## config.mk

```make
export PLATFORM = sky130hd
export DESIGN_NAME = sgfe_glyph_seq
export DESIGN_NICKNAME = d
export VERILOG_FILES = /design/src/rtl/sgfe_pkg.sv /design/src/rtl/sgfe_glyph_seq.sv
export SDC_FILE = /design/constraint.sdc
export NUM_CORES = 1
export LEC_CHECK = 0
export ABC_AREA = 1
export BUFFER_PORTS_ARGS = -buffer_cell sky130_fd_sc_hd__clkbuf_2
export CAP_MARGIN = 15
export CORE_ASPECT_RATIO = 1.5
export CORE_MARGIN = 2
export CORE_UTILIZATION = 32
export CTS_BUF_LIST = sky130_fd_sc_hd__clkbuf_4 sky130_fd_sc_hd__clkbuf_8
export DETAILED_ROUTE_END_ITERATION = 7
export SYNTH_ARGS = -nofsm -noshare
export SYNTH_HDL_FRONTEND = slang
export SYNTH_SLANG_ARGS = --single-unit
```

## constraint.sdc

```tcl
create_clock -name clk_i -period 3.1 [get_ports clk_i]
set_input_delay 0.62 -clock clk_i [delete_from_list [all_inputs] [get_ports clk_i]]
set_output_delay 0.62 -clock clk_i [all_outputs]
set_load 0.03 [all_outputs]
```

## src/rtl/sgfe_pkg.sv

```systemverilog
`timescale 1ns / 1ps
// ----------------------------------------------------------------------------
// Scaled glyph framebuffer engine package
// Shared constants, operation codes, pixel request type and the 5x8 font ROM.
// ----------------------------------------------------------------------------
package sgfe_pkg;

  // Default panel geometry
  localparam int PANEL_WIDTH_DEF  = 64;
  localparam int PANEL_HEIGHT_DEF = 128;

  // Byte values used by the fill operation and the pixel mask
  localparam logic [7:0] BYTE_WHITE = 8'hFF;
  localparam logic [7:0] BYTE_BLACK = 8'h00;
  localparam logic [7:0] MASK_BIT0  = 8'h01;

  // Glyph geometry
  localparam int         GLYPH_COLS     = 5;
  localparam logic [2:0] GLYPH_LAST_COL = 3'd4;
  localparam logic [2:0] GLYPH_LAST_BIT = 3'd7;

  // Operation codes
  typedef enum logic [1:0] {
    OP_FILL  = 2'd0,
    OP_PIXEL = 2'd1,
    OP_GLYPH = 2'd2,
    OP_READ  = 2'd3
  } op_e;

  // One pixel request from the glyph walker
  typedef struct packed {
    logic       valid;
    logic [7:0] px;
    logic [7:0] py;
  } pix_req_t;

  // Font: five column bytes per glyph, bit 0 is the top row
  localparam logic [7:0] GLYPH_ROM [64][GLYPH_COLS] = '{
    '{8'h3E, 8'h51, 8'h49, 8'h45, 8'h3E}, '{8'h00, 8'h42, 8'h7F, 8'h40, 8'h00},
    '{8'h42, 8'h61, 8'h51, 8'h49, 8'h46}, '{8'h21, 8'h41, 8'h45, 8'h4B, 8'h31},
    '{8'h18, 8'h14, 8'h12, 8'h7F, 8'h10}, '{8'h27, 8'h45, 8'h45, 8'h45, 8'h39},
    '{8'h3C, 8'h4A, 8'h49, 8'h49, 8'h30}, '{8'h01, 8'h71, 8'h09, 8'h05, 8'h03},
    '{8'h36, 8'h49, 8'h49, 8'h49, 8'h36}, '{8'h06, 8'h49, 8'h49, 8'h29, 8'h1E},
    '{8'h00, 8'h60, 8'h60, 8'h00, 8'h00},
    '{8'h7C, 8'h12, 8'h11, 8'h12, 8'h7C}, '{8'h7F, 8'h49, 8'h49, 8'h49, 8'h36},
    '{8'h3E, 8'h41, 8'h41, 8'h41, 8'h22}, '{8'h7F, 8'h41, 8'h41, 8'h22, 8'h1C},
    '{8'h7F, 8'h49, 8'h49, 8'h49, 8'h41}, '{8'h7F, 8'h09, 8'h09, 8'h09, 8'h01},
    '{8'h3E, 8'h41, 8'h49, 8'h49, 8'h7A}, '{8'h7F, 8'h08, 8'h08, 8'h08, 8'h7F},
    '{8'h00, 8'h41, 8'h7F, 8'h41, 8'h00}, '{8'h20, 8'h40, 8'h41, 8'h3F, 8'h01},
    '{8'h7F, 8'h08, 8'h14, 8'h22, 8'h41}, '{8'h7F, 8'h40, 8'h40, 8'h40, 8'h40},
    '{8'h7F, 8'h02, 8'h0C, 8'h02, 8'h7F}, '{8'h7F, 8'h04, 8'h08, 8'h10, 8'h7F},
    '{8'h3E, 8'h41, 8'h41, 8'h41, 8'h3E}, '{8'h7F, 8'h09, 8'h09, 8'h09, 8'h06},
    '{8'h3E, 8'h41, 8'h51, 8'h21, 8'h5E}, '{8'h7F, 8'h09, 8'h19, 8'h29, 8'h46},
    '{8'h46, 8'h49, 8'h49, 8'h49, 8'h31}, '{8'h01, 8'h01, 8'h7F, 8'h01, 8'h01},
    '{8'h3F, 8'h40, 8'h40, 8'h40, 8'h3F}, '{8'h1F, 8'h20, 8'h40, 8'h20, 8'h1F},
    '{8'h3F, 8'h40, 8'h38, 8'h40, 8'h3F}, '{8'h63, 8'h14, 8'h08, 8'h14, 8'h63},
    '{8'h07, 8'h08, 8'h70, 8'h08, 8'h07}, '{8'h61, 8'h51, 8'h49, 8'h45, 8'h43},
    '{8'h20, 8'h54, 8'h54, 8'h54, 8'h78}, '{8'h7F, 8'h48, 8'h44, 8'h44, 8'h38},
    '{8'h38, 8'h44, 8'h44, 8'h44, 8'h20}, '{8'h38, 8'h44, 8'h44, 8'h48, 8'h7F},
    '{8'h38, 8'h54, 8'h54, 8'h54, 8'h18}, '{8'h08, 8'h7E, 8'h09, 8'h01, 8'h02},
    '{8'h0C, 8'h52, 8'h52, 8'h52, 8'h3E}, '{8'h7F, 8'h08, 8'h04, 8'h04, 8'h78},
    '{8'h00, 8'h44, 8'h7D, 8'h40, 8'h00}, '{8'h20, 8'h40, 8'h44, 8'h3D, 8'h00},
    '{8'h7F, 8'h10, 8'h28, 8'h44, 8'h00}, '{8'h00, 8'h41, 8'h7F, 8'h40, 8'h00},
    '{8'h7C, 8'h04, 8'h18, 8'h04, 8'h78}, '{8'h7C, 8'h08, 8'h04, 8'h04, 8'h78},
    '{8'h38, 8'h44, 8'h44, 8'h44, 8'h38}, '{8'h7C, 8'h14, 8'h14, 8'h14, 8'h08},
    '{8'h08, 8'h14, 8'h14, 8'h18, 8'h7C}, '{8'h7C, 8'h08, 8'h04, 8'h04, 8'h08},
    '{8'h48, 8'h54, 8'h54, 8'h54, 8'h20}, '{8'h04, 8'h3F, 8'h44, 8'h40, 8'h20},
    '{8'h3C, 8'h40, 8'h40, 8'h20, 8'h7C}, '{8'h1C, 8'h20, 8'h40, 8'h20, 8'h1C},
    '{8'h3C, 8'h40, 8'h30, 8'h40, 8'h3C}, '{8'h44, 8'h28, 8'h10, 8'h28, 8'h44},
    '{8'h0C, 8'h50, 8'h50, 8'h50, 8'h3C}, '{8'h44, 8'h64, 8'h54, 8'h4C, 8'h44},
    '{8'h54, 8'h00, 8'h04, 8'h00, 8'h08}
  };

endpackage

```

## src/rtl/sgfe_glyph_seq.sv

```systemverilog
`timescale 1ns / 1ps
// ----------------------------------------------------------------------------
// Glyph walker
// Steps through glyph column, column repeat, bit row and row repeat, one
// position per cycle, and emits one pixel request per repeat of a set bit.
// ----------------------------------------------------------------------------
module sgfe_glyph_seq (
  input  logic              clk_i,
  input  logic              rst_ni,
  input  logic              start_i,
  input  logic [7:0]        origin_x_i,
  input  logic [7:0]        origin_y_i,
  input  logic [5:0]        glyph_i,
  input  logic [3:0]        scale_x_i,
  input  logic [3:0]        scale_y_i,
  output sgfe_pkg::pix_req_t pix_o,
  output logic              busy_o
);

  import sgfe_pkg::*;

  logic       run_q, run_d;
  logic [2:0] col_q, col_d;
  logic [3:0] sx_q, sx_d;
  logic [2:0] bit_q, bit_d;
  logic [3:0] sy_q, sy_d;
  logic [7:0] row_q, row_d;
  logic [7:0] column_q, column_d;
  logic [7:0] oy_q, oy_d;
  logic [5:0] glyph_q, glyph_d;
  logic [3:0] scx_q, scx_d;
  logic [3:0] scy_q, scy_d;
  logic [7:0] col_bits;
  logic       bit_set;

  // Look up the current glyph bit
  assign col_bits = GLYPH_ROM[glyph_q][col_q];
  assign bit_set  = col_bits[bit_q];

  // Advance the walk; row and column run as wrapping 8-bit counters
  always_comb begin
    run_d    = run_q;
    col_d    = col_q;
    sx_d     = sx_q;
    bit_d    = bit_q;
    sy_d     = sy_q;
    row_d    = row_q;
    column_d = column_q;
    oy_d     = oy_q;
    glyph_d  = glyph_q;
    scx_d    = scx_q;
    scy_d    = scy_q;
    if (start_i) begin
      run_d    = (scale_x_i != 4'd0) && (scale_y_i != 4'd0);
      col_d    = 3'd0;
      sx_d     = 4'd0;
      bit_d    = 3'd0;
      sy_d     = 4'd0;
      row_d    = origin_x_i;
      column_d = origin_y_i;
      oy_d     = origin_y_i;
      glyph_d  = glyph_i;
      scx_d    = scale_x_i;
      scy_d    = scale_y_i;
    end else if (run_q) begin
      if (bit_set && (sy_q != scy_q - 4'd1)) begin
        sy_d     = sy_q + 4'd1;
        column_d = column_q + 8'd1;
      end else begin
        sy_d = 4'd0;
        if (bit_q == GLYPH_LAST_BIT) begin
          bit_d    = 3'd0;
          column_d = oy_q;
          row_d    = row_q + 8'd1;
          if (sx_q == scx_q - 4'd1) begin
            sx_d = 4'd0;
            if (col_q == GLYPH_LAST_COL) begin
              run_d = 1'b0;
            end else begin
              col_d = col_q + 3'd1;
            end
          end else begin
            sx_d = sx_q + 4'd1;
          end
        end else begin
          bit_d    = bit_q + 3'd1;
          column_d = bit_set ? column_q + 8'd1 : column_q + {4'd0, scy_q};
        end
      end
    end
  end

  always_ff @(posedge clk_i or negedge rst_ni) begin
    if (!rst_ni) begin
      run_q <= 1'b0;
    end else begin
      run_q <= run_d;
    end
  end

  always_ff @(posedge clk_i) begin
    col_q    <= col_d;
    sx_q     <= sx_d;
    bit_q    <= bit_d;
    sy_q     <= sy_d;
    row_q    <= row_d;
    column_q <= column_d;
    oy_q     <= oy_d;
    glyph_q  <= glyph_d;
    scx_q    <= scx_d;
    scy_q    <= scy_d;
  end

  // Emit one request per set-bit position: panel column across, row along
  assign pix_o.valid = run_q && bit_set;
  assign pix_o.px    = column_q;
  assign pix_o.py    = row_q;
  assign busy_o      = run_q;

endmodule

```

# [Word level (Yosys, flattened, before mapping)]
# Memories as Yosys holds them, arrays and structs flattened.
# Index checks and enable logic that the tools add are counted.
[word_totals] output_inout_bits=18 in_bits=33 register_bits=53 rom_bits=2560 n_memories=1 word_cells=69
[mem_list] name="(name not given)" words=64 width=40 rd=1 rd_clocked_by_memory_dff=0 wr=0 line_no="sgfe_glyph_seq.sv:37" source="assign col_bits = GLYPH_ROM[glyph_q][col_q];"
[classes] n_mux=25 addsub=9 n_reduce_logical=11 magnitude_cmp=3 eq_ne=5 bitwise=4
[op_table] op="$mux W8" count=11
[op_table] op="$mux W40" count=2
[op_table] op="$bmux W8 S3" count=1
[op_table] op="$add A8 B1 Y8 const B" count=2
[op_table] op="$add A4 B1 Y4 const B" count=2
[op_table] op="$add A8 B4 Y8" count=1
[op_table] op="$mux W4" count=2
[op_table] op="$reduce_bool A4 Y1" count=2
[op_table] op="$sub A4 B1 Y4 const B" count=2
[op_table] op="$ge A7 B7 Y1 const B" count=1
[op_table] op="$mux W1" count=7
[op_table] op="$not A6 Y7" count=1
[op_table] op="$add A3 B1 Y3 const B" count=2
[op_table] op="$eq A3 B3 Y1 const B" count=2
[op_table] op="$reduce_and A3 Y1" count=2
[op_table] op="$reduce_and A5 Y1" count=1
[op_table] op="$eq A4 B4 Y1" count=1
[op_table] op="$ge A4 B4 Y1 const B" count=1
[op_table] op="$lt A3 B4 Y1 const B" count=1
[op_table] op="$ne A4 B4 Y1" count=1
[op_table] op="$not A3 Y4" count=1
[op_table] op="$reduce_bool A2 Y1" count=2
[op_table] op="$bmux W1 S3" count=1
[op_table] op="$logic_and A1 B1 Y1" count=3
[op_table] op="4 further kinds" count=5

# [Logic depth before layout (Yosys ltp)]
# Gate-level depths: netlist of the first run.
[logic_depth] depth_word=14 ltp_mapped=24 depth_no_buf=24

# [Least setup slack after synthesis of the first run]
# OpenSTA, ideal clock, no wires.
[synth_timing] kind="register -> output" start="register glyph_q[1]" end="output port pix_o[16] in the netlist's numbering" required_time_ns=2.480 path_slack_ns=-0.187 stages_incl_launch_ff=19 n_path_buf=0 arrival_ns=2.667 cell_sequence="edfxtp_1 > inv_1 > ha_1 > inv_1 > nand2_1 > inv_1 > nand2_1 > nand2_1 > a21oi_1 > nand2_1 > nand3_1 > nand2_1 > nand2_1 > nand3_1 > nand2_1 > nand2_1 > nand2_4 > nand2_2 > nor2_1"
[synth_lines] item="start: declaration" line_no="sgfe_glyph_seq.sv:30" source="logic [5:0] glyph_q, glyph_d;"
[synth_lines] item="start signal: assignment" line_no="sgfe_glyph_seq.sv:109" source="glyph_q <= glyph_d;"
[synth_lines] item="end: declaration" line_no="sgfe_glyph_seq.sv:16" source="output sgfe_pkg::pix_req_t pix_o,"

==> impl_metrics.ini, run 1 <==
[setup_path]
crit_arrival_ns = 2.73
path_cells = inv_2, buf_6, ha_4, buf_4, buf_4, nand2_2, nand3_1, nand3_1, nand3_1, nand3_1, nand2_1, inv_1, nand2_2, nand3_4, nand2_4, nor2_4, buf_8
cp.required_ns = 2.48
worstSetupStartpoint = glyph_q[0]
setup.worst_path.class = flip-flop to output port
critPathSlowestCell = edfxtp_1
path_buf_inv = 6
slowest_delay_ns = 0.42
crit_fanout = 4
r2r_cells = 21
critPathMostFrequentCell = nand3_1
r2r-start = glyph_q[0]
end_kind = output port
timing.critical_path.max_delay_family = simple AND/OR/NAND/NOR gates
cp-start-kind = flip-flop
worst-path-stages = 17

[pwr]
fin_total_pwr_mw = 4.33
p_leak_nw = 3.81
power_switching_mw = 2.00
pwr-share-clk_pct = 13.3
powerDensity_nw_per_um2 = 546
irDropWorstVdd_mv = 0.671
p_sw_share_pct = 46.3
pwr-share-comb_pct = 62.3
power.internal_mw = 2.33
p_seq_share_pct = 24.4

[logic_synthesis]
synth_cell_types = 47
synth.top_cell.area_share_pct = 19.4
synth-xor-area-share_pct = 4.02
ys.warnings.count = 0
synth.area.mux_share_pct = 0
netlist_instances = 926
synth-compound-area-share_pct = 10.0
synth-edff-count = 38
yosysTopAreaCell = edfxtp_1
synth_top_family_by_area = simple AND/OR/NAND/NOR gates
synth-simple-area-share_pct = 44.6
synth-main-ff-cell = edfxtp_1
synth_area_leaders = edfxtp_1 (19%), nand2_1 (18%), nand3_1 (14%), ha_1 (6.6%), dfxtp_1 (4.8%)
synthAdderAreaFrac_pct = 6.93
syn-num-nets = 991
ys_ff_latch = 53
syn_area_per_cell_sq_um = 6.36
synth_seq_area_share_pct = 24.6
ys_async_sr_fraction_pct = 1.89
netlist_area_sq_um = 5890

[clock_network]
cts_tree = done
clkSinkCount = 53
clock_latency_ns = 0.33
hold_buffers = 0
htreeDepth = 2
cts-root-buf = clkbuf_8
clkTransAtPathRegs_ns = 0.10
clk_path_buf_depth = 2
cts_buffers = 5

[floorplan]
pin_count = 51
fp.dieArea_sq_um = 19500
die-width_um = 115
num_rows = 60
initial_core_util_pct = 32.7
die_y_um = 170
core_area_sq_um = 18000

[global_route]
met3_usage_pct = 2.85
grt_first_pass_wirelength_um = 39200
grt_pass1_vias = 6965
overflow = 0
gr-usage-all-layers_pct = 26.5
grt_max_degree = 50
busiest_layer = met2
grt_antenna_before_repair = 0
grt_use_met2_pct = 47.6
met1_usage_pct = 26.8

[timing]
worst_pin_slew_ns = 0.781
drv_slew = 0
rsz0062_at_grt = true
period_minus_slack_ns = 3.35
fin_skew_ns = 0.0125
tns_ns = -0.253
max_freq_mhz = 298
hold_viol = 0
relSlewSlack_pct = 47.8
finalSetupViolCount = 1
layout_setup_ws_ns = -0.253
fin_crit_sh_pct = 108

[cells_and_area]
fin_nets = 1121
final-seq-area_sq_um = 1450
n_antenna_cell = 0
drive_gt1_share_pct = 30.7
fin_cells = 1274
postLayoutCellArea_sq_um = 7940
multi_input_comb_area_sq_um = 4380
areaGrowthSynthToFinish_pct = 34.8
fill_cells = 1917

[routing]
via_count = 7017
ant_nets = 0
vias_per_cell = 5.51
drc = 0
routed_wl_um = 26300
drt-initial-drc-count = 375
wl_per_cell_um = 20.6
first_pass_iters = 5

[placement]
io_buffers = 50
place_inst = 1246
place_area_sq_um = 7000
gp_congestion = 1.02
hpwl_um = 20000
dp_worst_setup_slack_ns = -0.125

[job]
maxCapViolCount = 0

[min_path]
min_path_type = primary input to async pin

[run_status]
status = finished with violations
violations = negative setup slack
power by group through the flow:
stage	registers (mW)	clock network [mW]	logic, mW
floorplan	1.14	0	1.39
global placement	1.07	0	2.32
detailed placement	1.07	0	2.32
finish	1.06	0.575	2.70
CTS	1.05	0.596	2.43
global route	1.07	0.617	2.95
state kept, by name, summed over array words and instances, names as in the netlist, 4 cells and up:
signal	count
column_q	8
oy_q	8
row_q	8
glyph_q	6
scx_q	4
scy_q	4
sx_q	4
sy_q	4
stage by stage:
step	hold slack (ns)	utilization, %
global route	0.0399	44.1
detailed placement	0.398	38.9
global placement	0.398	38.9
floorplan	0.324	-
CTS	0.0386	41.6
finish	0.0495	44.1
placed cells by master, fill, tap and decap left out, types with 13 or more instances in the layout:
master      n
nand2_2    39
nand2_1   245
clkbuf_2   49
o21ai_0    20
edfxtp_1   38
nor2_1     66
nand4_1    18
nand3_1   137
buf_12     13
ha_1       20
xor2_1     15
nand3_2    25
dfxtp_1    14
o21ai_1    18
a21oi_1    33
buf_4      92
inv_1      61
worst paths after layout:
| check | end | slack, ns |
|---|---|---|
| worst max-delay path | pix_o[16] | -0.25 |
| worst min-delay path | busy_o | 0.05 |
| max in group asynchronous | busy_o | 2.97 |
| worst min register to register | sy_q[1] | 0.51 |
| min in group clk_i | glyph_q[4] | 0.46 |
| worst max register to register | column_q[1] | 0.06 |
worst reg2reg max path: cells and delay by family (launching register included):
family	cells	cell delay [ns]
and+or+nand+nor	12	1.25
buffers and inverters	8	0.94
DFF	1	0.42
adders and majority gates	1	0.19
area by class of cell:
cell class	count	area share, %
inverters	78	3.81
multi-input cells	749	55.2
flip-flops and latches	53	18.2
well taps	217	3.42
repair buffers	169	17.6
clock buffers	5	0.867
clock inverters	3	0.867
Yosys cell counts (all sizes together), types with 2 or more instances:
| master | instances |
|---|---|
| nor4 | 3 |
| nand3 | 168 |
| nor3 | 7 |
| xor2 | 15 |
| buf | 37 |
| xnor2 | 12 |
| o211ai | 5 |
| a21oi | 46 |
| edfxtp | 38 |
| o21ai | 39 |
| nand3b | 2 |
| a211oi | 2 |
| nand2 | 296 |
| ha | 31 |
| nand4 | 21 |
| or2 | 8 |
| o21bai | 2 |
| a31oi | 3 |
| inv | 77 |
| clkbuf | 9 |
| nor2 | 77 |
| dfxtp | 14 |
| o31ai | 4 |
repair_timing:
| item | CTS | global route |
|---|---|---|
| pin swaps | 13 | 22 |
| resized for setup | 82 | 84 |
| setup endpoints to repair | 28 | 30 |
| cloned | 0 | 2 |
| setup buffers | 5 | 14 |
per-layer routing:
layer  routed length [um]  vias to the layer above  share of wire (%)
li1                     -                     3348                  -
met1                 8840                     3217                 34
met2                13200                      324                 50
met3                 1530                      128                5.8
met4                 2660                        0                 10
met5                    0                        -                  0
kinds of logic (layout without fill, tap and decap cells):
logic type	after synthesis	count (layout)
AND/OR/NAND/NOR	584	584
adder cells (fa/ha/maj)	32	32
AO/OA/AOI/OAI	106	106
XOR/XNOR	27	27
buffers and inverters	124	255
flip-flops	53	53
No activity file was read; power rests on OpenSTA's default activity.
==> run 2, diff against run 1 <==
Settings changed: MAX_ROUTING_LAYER from default to met4.
==> impl_metrics.ini, run 2 (synthesis gave the netlist of run 1 again) <==
[run_status]
status = finished with violations
violations = negative setup slack

[clock_network]
cts-root-buf = clkbuf_8
clk_path_buf_depth = 2
htreeDepth = 2
clock_latency_ns = 0.32
clkSinkCount = 53
clkTransAtPathRegs_ns = 0.10
cts_tree = done
cts_buffers = 5
hold_buffers = 0

[global_route]
overflow = 0
grt_pass1_vias = 7248
grt_first_pass_wirelength_um = 41700
grt_max_degree = 44
gr-usage-all-layers_pct = 29.1
grt_antenna_before_repair = 0

[timing]
hold_viol = 0
period_minus_slack_ns = 3.28
finalSetupViolCount = 1
layout_setup_ws_ns = -0.180
fin_skew_ns = 0.0115
drv_slew = 0
max_freq_mhz = 305
worst_pin_slew_ns = 0.762
relSlewSlack_pct = 49.1
rsz0062_at_grt = true
fin_crit_sh_pct = 106

[pwr]
powerDensity_nw_per_um2 = 541
p_leak_nw = 3.77
irDropWorstVdd_mv = 0.615

[cells_and_area]
final_util_pct = 43.4
drive_gt1_share_pct = 28.3
layout_common_cells = nand2_1 (251), nand3_1 (143), buf_4 (83), nor2_1 (67), inv_1 (62)
fin_nets = 1115
n_antenna_cell = 0
layout_commonest_cell = nand2_1
multi_input_comb_area_sq_um = 4310
final-seq-area_sq_um = 1450
reg_top3 = column_q x8, oy_q x8, row_q x8
fill_cells = 1878
areaGrowthSynthToFinish_pct = 32.6
postLayoutCellArea_sq_um = 7810

[setup_path]
setup.worst_path.class = flip-flop to output port
cp.required_ns = 2.48
crit_fanout = 4
crit_arrival_ns = 2.66
end_kind = output port
path_cells = inv_2, ha_4, inv_4, nand2_4, buf_6, nand2_4, nor2_1, nor2_1, nand2_1, nand3_1, nand3_1, nand2_1, nand3_1, nand2_1, nand2_2, nand3_4, nand2_4, nor2_4, buf_8
slowest_delay_ns = 0.43
timing.critical_path.max_delay_family = simple AND/OR/NAND/NOR gates
path_buf_inv = 4
cp-start-kind = flip-flop
critPathSlowestCell = edfxtp_1

[floorplan]
num_rows = 60
die_y_um = 170
core_area_sq_um = 18000
die-width_um = 115
fp.dieArea_sq_um = 19500
pin_count = 51
initial_core_util_pct = 32.7

[placement]
io_buffers = 50
place_area_sq_um = 7010
gp_congestion = 1.15
hpwl_um = 20300

[routing]
wl_met1_um = 9100
dr_wl_met2_um = 13000
vias_per_cell = 5.61
wl_per_cell_um = 21.1
first_pass_iters = 5
drt-initial-drc-count = 482
top_layer_used = met4
ant_nets = 0
routed_wl_um = 26800
drc = 0
wl_met3_um = 1760
via_count = 7110

[min_path]
min_path_type = primary input to async pin

[job]
maxCapViolCount = 0
[run 2: cell count changes in the layout (fill, tap and decap cells not counted), moves of 3 or more]
cell     previous run  this run
nand2_2            39        33
nand3_2            25        21
a21oi_2            11         6
nand3_1           137       143
nand2_1           245       251
buf_4              92        83
buf_6              12        18
buf_12             13        10
a21oi_1            33        39
[run 2: worst register-to-register path, stage by stage (launching register included)]
cell      delay [ns]
edfxtp_1        0.43
inv_2           0.15
ha_4            0.23
inv_4           0.08
nand2_4         0.07
buf_6           0.14
nand2_4         0.08
nor2_1          0.05
nor2_1          0.18
nand2_1         0.08
nand3_1         0.08
nand3_1         0.06
nand2_1         0.09
nand3_1         0.09
nand2_1         0.10
nand2_2         0.06
nand3_4         0.07
buf_4           0.13
nand3_4         0.12
buf_6           0.18
nand3_1         0.06
nand3_1         0.07
nand2_1         0.07
inv_1           0.04
[run 2: layout make-up]
type / count / area share, %
multi-input cells: 749 / 55.2
flip-flops and latches: 53 / 18.5
repair buffers: 163 / 17.2
inverters: 78 / 3.88
well taps: 217 / 3.48
clock buffers: 5 / 0.881
clock inverters: 3 / 0.881
[run 2: per-stage QoR]
step / power (mW) / hold slack, ns / setup TNS (ns) / setup WS (ns) / std cells
after global routing: 4.55 / 0.0457 / -0.474 / -0.346 / 1268
after global placement: 3.41 / 0.399 / -3.68 / -0.209 / 1250
after CTS: 4.13 / 0.0401 / -0.127 / -0.127 / 1266
after detailed placement: 3.39 / 0.397 / -1.75 / -0.136 / 1250
final: 4.23 / 0.0479 / -0.180 / -0.180 / 1268
after floorplan: 2.53 / 0.324 / 0 / 0.0419 / 926
[run 2: path summary, 6_finish.rpt]
kind,startpoint,to,slack (ns),depth (start not counted)
worst max-delay path,glyph_q[0],pix_o[16],-0.18,19
worst min-delay path,rst_ni,busy_o,0.05,1
worst max register to register,glyph_q[0],column_q[1],0.14,23
worst min register to register,sx_q[3],sx_q[3],0.51,2
max in group asynchronous,rst_ni,busy_o,2.97,1
min in group clk_i,glyph_i[3],glyph_q[3],0.46,1
[run 2: where the power goes]
group	internal [mW]	switching, mW	total [mW]	leakage [nW]
Sequential	0.898	0.165	1.06	0.501
Clock	0.325	0.248	0.573	0.0687
Combinational	1.03	1.56	2.59	3.20
[run 2: timing repair]
item                       in CTS  in global routing
gates resized for setup       107                 34
setup endpoints to repair      30                 28
setup buffers                   7                  1
pin swaps                      17                  7
cloned                          1                  1
[run 2: layer usage]
layer	up-vias	GRT usage, %
li1	3344	-
met1	3261	30.1
met2	354	48.7
met3	151	3.95
met4	0	23.9
met5	-	-
